## config.mk

```make
export PLATFORM = sky130hd
export DESIGN_NAME = interrupt_router_regs_unit
export DESIGN_NICKNAME = d
export VERILOG_FILES = /design/src/rtl/irr_pkg.sv /design/src/rtl/irr_ctrl.sv /design/src/rtl/irr_dp.sv /design/src/rtl/interrupt_router_regs_unit.sv
export SDC_FILE = /design/constraint.sdc
export NUM_CORES = 2
export LEC_CHECK = 0
export BUFFER_PORTS_ARGS = -buffer_cell sky130_fd_sc_hd__buf_2
export CELL_PAD_IN_SITES_DETAIL_PLACEMENT = 1
export CELL_PAD_IN_SITES_GLOBAL_PLACEMENT = 1
export CORE_MARGIN = 5
export CORE_UTILIZATION = 52
export CTS_CLUSTER_DIAMETER = 150
export DETAILED_ROUTE_END_ITERATION = 10
export PLACE_DENSITY = 0.88
export SLEW_MARGIN = 20
export SYNTH_ARGS = -nofsm -noshare
export SYNTH_HDL_FRONTEND = slang
export SYNTH_SLANG_ARGS = --single-unit
```

## constraint.sdc

```tcl
create_clock -name clk -period 11 [get_ports clk]
set_clock_uncertainty 0.05 [all_clocks]
set_input_delay 2.2 -clock clk [delete_from_list [all_inputs] [get_ports clk]]
set_output_delay 2.2 -clock clk [all_outputs]
set_load 0.01 [all_outputs]
```

## src/rtl/irr_pkg.sv

```systemverilog
package irr_pkg;

    localparam int unsigned ROUTE_LINES = 32;
    localparam int unsigned NUM_CORES   = 4;

    localparam logic [7:0] PENDING_OFFSET      = 8'd32;
    localparam logic [7:0] ENABLE_OFFSET       = 8'd36;
    localparam logic [7:0] ENABLE_SET_OFFSET   = 8'd40;
    localparam logic [7:0] ENABLE_CLEAR_OFFSET = 8'd44;
    localparam logic [7:0] EDGE_OFFSET         = 8'd56;
    localparam logic [7:0] CORE_STATUS_BASE    = 8'd64;

    localparam logic [2:0] PIN_BASE = 3'd2;

    localparam logic [1:0] MODE_READ  = 2'd0;
    localparam logic [1:0] MODE_WRITE = 2'd1;
    localparam logic [1:0] MODE_LINE  = 2'd2;

    localparam logic [3:0] SIZE_WORD = 4'd4;

    typedef struct packed {
        logic [1:0]  mode;
        logic [7:0]  address;
        logic [3:0]  access_size;
        logic [63:0] write_data;
        logic [4:0]  irq_number;
        logic        line_level;
    } req_t;

    typedef struct packed {
        logic [63:0] read_data;
        logic        event_valid;
        logic [1:0]  target_core;
        logic [2:0]  target_pin;
        logic        assert_flag;
        logic        last_result;
    } rsp_t;

    // controller -> datapath
    typedef struct packed {
        logic load;
        logic rd_byte;
        logic adv;
        logic ev_lo;
        logic ev_hi;
        logic ev_line;
        logic close;
    } cmd_t;

    // datapath -> controller
    typedef struct packed {
        logic [1:0] mode;
        logic       size_ok;
        logic       last_byte;
        logic       route_diff;
        logic       out_free;
    } sts_t;

endpackage

```

## src/rtl/irr_ctrl.sv

```systemverilog
module irr_ctrl (
    input  logic          clk,
    input  logic          rst_n,
    input  logic          req_valid,
    output logic          req_ready,
    input  irr_pkg::sts_t sts,
    output irr_pkg::cmd_t cmd
);
    import irr_pkg::*;

    localparam logic [2:0] S_IDLE  = 3'd0;
    localparam logic [2:0] S_DISP  = 3'd1;
    localparam logic [2:0] S_RD    = 3'd2;
    localparam logic [2:0] S_WB    = 3'd3;
    localparam logic [2:0] S_EVLO  = 3'd4;
    localparam logic [2:0] S_EVHI  = 3'd5;
    localparam logic [2:0] S_LINE  = 3'd6;
    localparam logic [2:0] S_CLOSE = 3'd7;

    logic [2:0] state_reg;
    logic [2:0] state_next;

    assign req_ready = (state_reg == S_IDLE);

    always_comb
    begin
        cmd        = '0;
        state_next = state_reg;
        unique case (state_reg)
            S_IDLE:
            begin
                if (req_valid)
                begin
                    cmd.load   = 1'b1;
                    state_next = S_DISP;
                end
            end
            S_DISP:
            begin
                unique case (sts.mode)
                    MODE_READ:  state_next = sts.size_ok ? S_RD : S_CLOSE;
                    MODE_WRITE: state_next = sts.size_ok ? S_WB : S_CLOSE;
                    MODE_LINE:  state_next = S_LINE;
                    default:    state_next = S_CLOSE;
                endcase
            end
            S_RD:
            begin
                cmd.rd_byte = 1'b1;
                cmd.adv     = 1'b1;
                if (sts.last_byte)
                    state_next = S_CLOSE;
            end
            S_WB:
            begin
                if (sts.route_diff)
                    state_next = S_EVLO;
                else
                begin
                    cmd.adv = 1'b1;
                    if (sts.last_byte)
                        state_next = S_CLOSE;
                end
            end
            S_EVLO:
            begin
                if (sts.out_free)
                begin
                    cmd.ev_lo  = 1'b1;
                    state_next = S_EVHI;
                end
            end
            S_EVHI:
            begin
                if (sts.out_free)
                begin
                    cmd.ev_hi  = 1'b1;
                    cmd.adv    = 1'b1;
                    state_next = sts.last_byte ? S_CLOSE : S_WB;
                end
            end
            S_LINE:
            begin
                if (sts.out_free)
                begin
                    cmd.ev_line = 1'b1;
                    state_next  = S_CLOSE;
                end
            end
            S_CLOSE:
            begin
                if (sts.out_free)
                begin
                    cmd.close  = 1'b1;
                    state_next = S_IDLE;
                end
            end
            default: state_next = S_IDLE;
        endcase
    end

    always_ff @(posedge clk or negedge rst_n)
    begin
        if (!rst_n)
            state_reg <= S_IDLE;
        else
            state_reg <= state_next;
    end

endmodule

```

## src/rtl/irr_dp.sv

```systemverilog
module irr_dp (
    input  logic          clk,
    input  logic          rst_n,
    input  irr_pkg::req_t req_data,
    input  irr_pkg::cmd_t cmd,
    output irr_pkg::sts_t sts,
    output logic          rsp_valid,
    input  logic          rsp_ready,
    output irr_pkg::rsp_t rsp_data
);
    import irr_pkg::*;

    logic [7:0]  route_reg [ROUTE_LINES];
    logic [31:0] enable_reg;
    logic [31:0] pending_reg;
    logic [31:0] edge_reg;
    logic [31:0] core_reg [NUM_CORES];

    req_t        item_reg;
    logic [2:0]  idx_reg;
    logic [63:0] rd_reg;
    logic        out_valid_reg;
    rsp_t        out_reg;

    logic [8:0]  byte_addr;
    logic [7:0]  wrap_addr;
    logic [7:0]  wr_byte;
    logic [4:0]  route_idx;
    logic [7:0]  route_rd;
    logic [7:0]  rd_byte;
    logic [7:0]  d_pend;
    logic [7:0]  d_en;
    logic [7:0]  d_edge;
    logic [7:0]  d_core;

    logic        ev_go;
    logic        ev_level;
    logic [31:0] ev_bit;
    logic        ev_enabled;
    logic [2:0]  ev_pin;
    logic        ev_has_core;
    logic [1:0]  ev_core;
    logic [31:0] ev_status_set;
    logic [31:0] ev_status_clr;
    logic        ev_emit;

    logic        word_write;
    logic [31:0] word_v;
    logic [31:0] enable_next;
    logic [31:0] pending_next;
    logic [31:0] edge_next;

    logic        out_free;

    assign byte_addr = {1'b0, item_reg.address} + {6'b0, idx_reg};
    assign wrap_addr = byte_addr[7:0];
    assign wr_byte   = item_reg.write_data[{idx_reg, 3'b000} +: 8];
    assign route_idx = (item_reg.mode == MODE_LINE) ? item_reg.irq_number : byte_addr[4:0];
    assign route_rd  = route_reg[route_idx];

    assign d_pend = wrap_addr - PENDING_OFFSET;
    assign d_en   = wrap_addr - ENABLE_OFFSET;
    assign d_edge = wrap_addr - EDGE_OFFSET;
    assign d_core = wrap_addr - CORE_STATUS_BASE;

    // window byte decode, route bytes first
    always_comb
    begin
        rd_byte = 8'h00;
        if (wrap_addr[7:5] == 3'b000)
            rd_byte = route_rd;
        else if (d_pend < 8'd4)
            rd_byte = pending_reg[{d_pend[1:0], 3'b000} +: 8];
        else if (d_en < 8'd4)
            rd_byte = enable_reg[{d_en[1:0], 3'b000} +: 8];
        else if (d_edge < 8'd4)
            rd_byte = edge_reg[{d_edge[1:0], 3'b000} +: 8];
        else if (d_core < 8'd32 && !d_core[2])
            rd_byte = core_reg[d_core[4:3]][{d_core[1:0], 3'b000} +: 8];
    end

    assign ev_go      = cmd.ev_lo | cmd.ev_hi | cmd.ev_line;
    assign ev_level   = cmd.ev_line ? item_reg.line_level : cmd.ev_hi;
    assign ev_bit     = 32'd1 << route_idx;
    assign ev_enabled = enable_reg[route_idx];

    // highest pin bit picks the pin, lowest core bit picks the core
    always_comb
    begin
        ev_pin = PIN_BASE;
        for (int k = 0; k < 4; k++)
        begin
            if (route_rd[4 + k])
                ev_pin = PIN_BASE + 3'(k);
        end
        ev_core = 2'd0;
        for (int k = 3; k >= 0; k--)
        begin
            if (route_rd[k])
                ev_core = 2'(k);
        end
    end

    assign ev_has_core   = |route_rd[3:0];
    assign ev_status_set = core_reg[ev_core] | ev_bit;
    assign ev_status_clr = core_reg[ev_core] & ~ev_bit;
    assign ev_emit       = ev_go && ev_enabled && ev_has_core
                           && (ev_level || (ev_status_clr == 32'd0));

    assign word_write = cmd.close && (item_reg.mode == MODE_WRITE)
                        && (item_reg.access_size == SIZE_WORD);
    assign word_v     = item_reg.write_data[31:0];

    // set, clear, edge applied in that order
    always_comb
    begin
        enable_next  = enable_reg;
        pending_next = pending_reg;
        edge_next    = edge_reg;
        if (item_reg.address == ENABLE_SET_OFFSET)
            enable_next = enable_next | word_v;
        if (item_reg.address == ENABLE_CLEAR_OFFSET)
        begin
            enable_next  = enable_next & ~word_v;
            pending_next = pending_next & ~(~word_v & edge_reg);
        end
        if (item_reg.address == EDGE_OFFSET)
            edge_next = word_v;
    end

    assign out_free = !out_valid_reg || rsp_ready;

    assign sts.mode       = item_reg.mode;
    assign sts.size_ok    = (item_reg.access_size == 4'd1) || (item_reg.access_size == 4'd2)
                            || (item_reg.access_size == 4'd4)
                            || (item_reg.access_size == 4'd8);
    assign sts.last_byte  = ({1'b0, idx_reg} == (item_reg.access_size - 4'd1));
    assign sts.route_diff = (byte_addr[8:5] == 4'd0) && (route_rd != wr_byte);
    assign sts.out_free   = out_free;

    always_ff @(posedge clk or negedge rst_n)
    begin
        if (!rst_n)
        begin
            for (int i = 0; i < ROUTE_LINES; i++)
                route_reg[i] <= 8'h00;
            for (int c = 0; c < NUM_CORES; c++)
                core_reg[c] <= 32'd0;
            enable_reg    <= 32'd0;
            pending_reg   <= 32'd0;
            edge_reg      <= 32'd0;
            out_valid_reg <= 1'b0;
        end
        else
        begin
            if (ev_go && ev_enabled)
            begin
                pending_reg[route_idx] <= ev_level;
                if (ev_has_core)
                    core_reg[ev_core] <= ev_level ? ev_status_set : ev_status_clr;
            end
            if (cmd.ev_lo)
                route_reg[byte_addr[4:0]] <= wr_byte;
            if (word_write)
            begin
                enable_reg  <= enable_next;
                pending_reg <= pending_next;
                edge_reg    <= edge_next;
            end
            if (ev_emit || cmd.close)
                out_valid_reg <= 1'b1;
            else if (rsp_ready)
                out_valid_reg <= 1'b0;
        end
    end

    always_ff @(posedge clk)
    begin
        if (cmd.load)
        begin
            item_reg <= req_data;
            idx_reg  <= 3'd0;
            rd_reg   <= 64'd0;
        end
        else
        begin
            if (cmd.rd_byte)
                rd_reg[{idx_reg, 3'b000} +: 8] <= rd_byte;
            if (cmd.adv)
                idx_reg <= idx_reg + 3'd1;
        end
        if (ev_emit)
        begin
            out_reg.read_data   <= 64'd0;
            out_reg.event_valid <= 1'b1;
            out_reg.target_core <= ev_core;
            out_reg.target_pin  <= ev_pin;
            out_reg.assert_flag <= ev_level;
            out_reg.last_result <= 1'b0;
        end
        else if (cmd.close)
        begin
            out_reg.read_data   <= rd_reg;
            out_reg.event_valid <= 1'b0;
            out_reg.target_core <= 2'd0;
            out_reg.target_pin  <= 3'd0;
            out_reg.assert_flag <= 1'b0;
            out_reg.last_result <= 1'b1;
        end
    end

    assign rsp_valid = out_valid_reg;
    assign rsp_data  = out_reg;

endmodule

```

## src/rtl/interrupt_router_regs_unit.sv

```systemverilog
// A read gathers its bytes one at a time and then queues its result; a line event queues
// its pin event, if any, ahead of its closing result. A write steps through its bytes; each
// route byte that changes may give a release event on its old route, then an assert on the new.
// One request at a time: the next is taken the cycle after the closing result is queued.
// Reset clears the route table, all status words and the output valid flag at once.
module interrupt_router_regs_unit (
    input  logic          clk,
    input  logic          rst_n,
    input  logic          req_valid,
    output logic          req_ready,
    input  irr_pkg::req_t req_data,
    output logic          rsp_valid,
    input  logic          rsp_ready,
    output irr_pkg::rsp_t rsp_data
);
    import irr_pkg::*;

    cmd_t cmd;
    sts_t sts;

    irr_ctrl u_ctrl (
        .clk       (clk),
        .rst_n     (rst_n),
        .req_valid (req_valid),
        .req_ready (req_ready),
        .sts       (sts),
        .cmd       (cmd)
    );

    irr_dp u_dp (
        .clk       (clk),
        .rst_n     (rst_n),
        .req_data  (req_data),
        .cmd       (cmd),
        .sts       (sts),
        .rsp_valid (rsp_valid),
        .rsp_ready (rsp_ready),
        .rsp_data  (rsp_data)
    );

endmodule

```

# [After elaboration in Yosys (flattened, before gate mapping)]
# Index checks and enable logic that the tools add are counted.
[totals] register_bits=707 latchBits=0 ram_bits=0 mem_bits_ro=0 inputBits=88 word_cells=220 n_memories=0
[classes] n_addsub=8 n_mul=0 div=0 magnitude_cmp=12 eq_ne=24 n_shift=8 mux=67 bitwise=15 n_reduce_logical=31
[ops] cell="$mux W32" n=11
[ops] cell="$bwmux W256" n=1
[ops] cell="$and A32 B32 Y32" n=4
[ops] cell="$bmux W32 S2" n=2
[ops] cell="$bwmux W128" n=1
[ops] cell="$shiftx A32 B6 Y8" n=4
[ops] cell="$not A32 Y32" n=3
[ops] cell="$bwmux W64" n=1
[ops] cell="$demux W32 S2" n=1
[ops] cell="$mux W8" n=8
[ops] cell="$or A32 B32 Y32" n=2
[ops] cell="$shift A8 B8 Y64 const A" n=1
[ops] cell="$shiftx A64 B7 Y8" n=1
[ops] cell="$shiftx A8 B8 Y64" n=1
[ops] cell="$bmux W8 S5" n=1
[ops] cell="$demux W8 S5" n=1
[ops] cell="$mux W3" n=12
[ops] cell="$bwmux W32" n=1
[ops] cell="$logic_not A32 Y1" n=1
[ops] cell="$shl A1 B5 Y32 const A" n=1
[ops] cell="$eq A8 B6 Y1 const B" n=3
[ops] cell="$lt A8 B3 Y1 const B" n=3
[ops] cell="$pmux W3 S8" n=1
[ops] cell="$sub A8 B6 Y8 const B" n=3
[ops] cell="46 further kinds" n=97

# [Logic depth before layout (Yosys ltp)]
[logic_depth] depth_word=20 ltp_mapped=21 mapped_depth_nobuf=17

# [By module]
# Synthesis repeated with hierarchy kept, for this count alone.
[hier_totals] hier_cells=3208 area_unflattened_um2=33353.2
[by_module_without_submodules] mod="irr_dp" instances=1 cells_each=3165 area_each_um2=33056.7 seq_area_each_um2=17401.7
[by_module_without_submodules] mod="irr_ctrl" instances=1 cells_each=43 area_each_um2=296.5 seq_area_each_um2=75.1

# [Worst setup path before layout]
# Ideal clock, no wire load.
[synth_timing] path_kind="in2reg" start="input port req_valid" end="register u_dp.item_reg[0] (netlist name) (enable)" arrival_time_ps=4952 t_required_ps=10469 slack_ps=5517 cell_stages=3 path_buffers=2 cell_sequence="and2_1 clkbuf_1 clkbuf_1"
[synth_rtl] element="start, declared" line_no="interrupt_router_regs_unit.sv:9" source="input logic req_valid,"
[synth_rtl] element="end signal, assigned" line_no="irr_dp.sv:181" source="item_reg <= req_data;"
[synth_rtl] element="end, declared" line_no="irr_dp.sv:19" source="req_t item_reg;"

# [Final worst setup path]
[layout_timing] start="register u_dp.item_reg[74] (netlist name)" end="register u_dp.out_reg, in the netlist u_dp.rsp_data[1] (enable)"
[layout_between] elab_chain_len=19
[layout_lines] element="$add A8 B3 Y9 *" line_no="irr_dp.sv:55" source="assign byte_addr = {1'b0, item_reg.address} + {6'b0, idx_reg};"
[layout_lines] element="$mux W5 *" line_no="irr_dp.sv:58" source="assign route_idx = (item_reg.mode == MODE_LINE) ? item_reg.irq_number : byte_addr[4:0];"
[layout_lines] element="$not A5 Y6 (not written as such)" line_no="irr_dp.sv:59" source="assign route_rd = route_reg[route_idx];"
[layout_lines] element="$bmux W8 S5" line_no="irr_dp.sv:59"
[layout_lines] element="$mux W8 (not written as such) (2 in series)" line_no="irr_dp.sv:59"
[layout_lines] element="$mux W2 (4 in series)" line_no="irr_dp.sv:99" source="if (route_rd[k])"
[layout_lines] element="$not A2 Y3 (not written as such)" line_no="irr_dp.sv:106" source="assign ev_status_clr = core_reg[ev_core] & ~ev_bit;"
[layout_lines] element="$bmux W32 S2" line_no="irr_dp.sv:106"
[layout_lines] element="$mux W32 (not written as such) (2 in series)" line_no="irr_dp.sv:106"
[layout_lines] element="$and A32 B32 Y32" line_no="irr_dp.sv:106"
[layout_lines] element="$logic_not A32 Y1" line_no="irr_dp.sv:108" source="&& (ev_level || (ev_status_clr == 32'd0));"
[layout_lines] element="$logic_or A1 B1 Y1" line_no="irr_dp.sv:108"
[layout_lines] element="$logic_and A1 B1 Y1 *" line_no="irr_dp.sv:108"
[layout_lines] element="$reduce_bool A2 Y1 (no source line) *"
[layout_lines] element="end, declared" line_no="irr_dp.sv:23" source="rsp_t out_reg;"
# Mark *: on every way between the ends. The rest lies on a longest branch, timed or not. The select of a mux whose other input is x is not followed.
# A chain may end at the register's enable or synchronous reset.

==> flow_metrics.tcl <==
set metrics [dict create \
    status "complete, no violations" \
    wl_mm 122 \
    end_kind "flip-flop" \
    mostFrequentLayoutCell "nand2_1" \
    vias 28900 \
    place.detailed.hpwl_mm 76.9 \
    rows 92 \
    synthesis.nets 3414 \
    drv_slew 0 \
    clkLatencyLatePin_ns 0.67 \
    numCtsBuffers 77 \
    cts-root-buf "clkbuf_16" \
    initial_core_util 0.524 \
    cts_buffer_depth 3 \
    synth.avg_cell_area_um2 9.94 \
    synth_edf_count 90 \
    clk_pin_slew_ns 0.06 \
    grt_pass1_wl_mm 184 \
    tns_ns 0 \
    ctsHtreeMaxLevel 3 \
    largest_reg_flops 256 \
    nets 3462 \
    synth_adder_area_share 0.00669 \
    crit_top_cell "buf_4" \
    critical_path.max_stage_delay_ns 0.67 \
    final_hold_viol_count 0 \
    period_needed_ns 7.42 \
    cts_resized 0 \
    grt_pass1_vias 30500 \
    grt_max_degree 188 \
    cp_slowest_cell "buf_4" \
    ys_top_cells_by_area "dfrtp_1 (37%), edfxtp_1 (8.2%), dfxtp_1 (8.1%), nand2_1 (6.3%), mux4_2 (6.2%)" \
    areaGrowthSynthToFinish_pct 12.3 \
    drt-pass1-iter-count 7 \
    synth-async-reset-ratio 0.685 \
    coreArea_um2 62900 \
    worst_slew_pin_slew_ns 1.22 \
    dieArea_um2 68400 \
    crit_path_start_kind "flip-flop" \
    yosysSeqAreaShare 0.531 \
    cp.arrival_ns 7.67 \
    min_path_type "reg2reg" \
    maxCapViolCount 0 \
    antenna_found_initial 3 \
    ys_warn_count 0 \
    ys_ff_latch 707 \
    drc 0 \
    worstPathRequired_ns 11.25 \
    drt_iter0_drc 3504 \
    place_congestion 0.925 \
    p_leak_nw 15.7 \
    die_w_um 262 \
    synth_top_family_by_area "compound AO/OA/AOI/OAI gates" \
    yosys.area_share.simple 0.147 \
    synth_area_um2 32900 \
    final-setup-viol-count 0 \
    setup_ws_ns 3.58 \
    postRouteAntennaNets 0 \
    drt-wirelength-per-cell_um 28.5 \
    grt_setup_unrepaired "no" \
    portBuffers 161 \
    ys.flop_type "dfrtp_1" \
    final_cell_mix "nand2_1 (551), dfrtp_1 (484), o21ai_0 (353), nor2_1 (306), a21oi_1 (260)" \
    cp_max_fo 73 \
    syn_inst 3309 \
    max_freq_ghz 0.135 \
    p_per_area_nw_per_um2 301 \
    postCtsSetupBuffers 0 \
    cts_tree "yes" \
    drt-vias-per-instance 6.77 \
    synth_top_cell_by_area "dfrtp_1" \
    grt.total_usage 0.347 \
    place_worst_setup_slack_ns 3.64 \
    synth.area.mux_share 0.106 \
    die_h_um 262 \
    drive_above_1_share 0.160 \
    synth_xor_area_frac 0.00635 \
    final_util 0.588 \
    cts_sinks 707 \
    period_share 0.675 \
    ir_drop_mv 0.232 \
    crit_chain "ha_2 > fa_2 > buf_4 > inv_1 > a31o_2 > a22oi_1 > nand3_1 > nand3_1 > nand4_1 > buf_4 > nor3_2 > buf_4 > a222oi_1 > o2111ai_1 > nor4_2 > a31oi_4 > buf_4 > nand2_1" \
    cts_hold_buffers 0 \
    pin_count 162 \
    yosysTopAreaCellShare 0.368 \
    ys_types 82 \
    crit_type "reg2reg" \
    synth-compound-area-share 0.169 \
    grt_overflow 0 \
    slew_headroom 0.180 \
    power.total_mw 11.1 \
]
power by group:
part           switching (mW)  total, mW  internal, mW
clock                    1.15       2.62          1.47
sequential              0.502       3.82          3.32
combinational            3.29       4.67          1.38
total                    4.94       11.1          6.17
cell usage after synthesis (all sizes together) (5+ instances only):
cell and number:
or3 7, nand4 31, xor2 6, a22o 21
clkbuf 184, mux2 49, o211ai 9, a222oi 7
a22oi 74, nor4 5, nand2b 11, o22ai 22
nor3 34, o21a 20, mux2i 86, a41oi 5
dfxtp 133, a211oi 7, a21o 10, inv 16
xnor2 17, and2 19, o21ai 356, a21oi 262
or3b 5, nand2 551, a31oi 43, nor2 327
mux4 91, dfrtp 484, ha 16, and3 7
a221oi 5, nor2b 37, a32oi 5, edfxtp 90
a21boi 64, buf 65, o31ai 6, nand3 82
per-layer routing:
layer  GRT usage  vias up  part of all wire  wire length (µm)
met4       0.159        4             0.049              5910
li1            -    11900                 -                 -
met1       0.445    14700              0.37             45500
met2       0.560     1835              0.47             57100
met5           0        -           0.00021                26
met3      0.0860      448              0.11             13200
cells by family (layout without fill, tap and decap cells):
kind of cell             count (synthesis)  count (layout)
AND/OR/NAND/NOR                       1135            1135
AO/OA/AOI/OAI                          936             936
flip-flops                             707             707
buffers and inverters                  265             376
multiplexers                           226             226
XOR/XNOR                                23              23
adder cells (fa/ha/maj)                 17              17
other                                    0               1
per-stage QoR:
stage	hold slack, ns	area (µm²)	cells
2_1_floorplan	0.380	32900	3309
3_3_place_gp	0.381	34300	4122
3_5_place_dp	0.394	34400	4122
4_1_cts	0.403	36900	4264
5_1_grt	0.403	37000	4266
6_report	0.397	37000	4267
worst max-delay path, delay by kind of cell (launching register included):
| family | cells | cell delay, ns |
|---|---|---|
| buffers and inverters | 5 | 2.27 |
| AO/OA/AOI/OAI | 5 | 1.71 |
| adder cells (fa/ha/maj) | 2 | 0.76 |
| flip-flops | 1 | 0.45 |
| AND/OR/NAND/NOR | 6 | 1.78 |
area by class of cell:
class / count / area [µm²]
Tap cell: 846 / 1060
Sequential cell: 707 / 17500
Clock buffer: 115 / 2240
Antenna cell: 1 / 2.50
Timing Repair Buffer: 218 / 1300
Multi-Input combinational cell: 2337 / 14600
Fill cell: 6836 / 25900
Inverter: 16 / 60.1
Clock inverter: 27 / 259
final timing paths:
path / from / to / slack [ns] / cells after the start
setup / recovery: u_dp.item_reg[74]$_DFFE_PP_ / u_dp.rsp_data[1]$_DFFE_PP_ / 3.58 / 18
hold / removal: u_dp.rsp_data[7]$_SDFFE_PP1P_ / u_dp.rsp_data[7]$_SDFFE_PP1P_ / 0.40 / 2
setup reg to reg: u_dp.item_reg[74]$_DFFE_PP_ / u_dp.rsp_data[1]$_DFFE_PP_ / 3.58 / 18
hold reg to reg: u_dp.rsp_data[7]$_SDFFE_PP1P_ / u_dp.rsp_data[7]$_SDFFE_PP1P_ / 0.40 / 2
max in group asynchronous: rst_n / u_dp.core_reg[105]$_DFFE_PN0P_ / 7.07 / 4
min in group asynchronous: rst_n / u_dp.route_reg[145]$_DFFE_PN0P_ / 1.51 / 1
(Power assumes the default switching activity.)
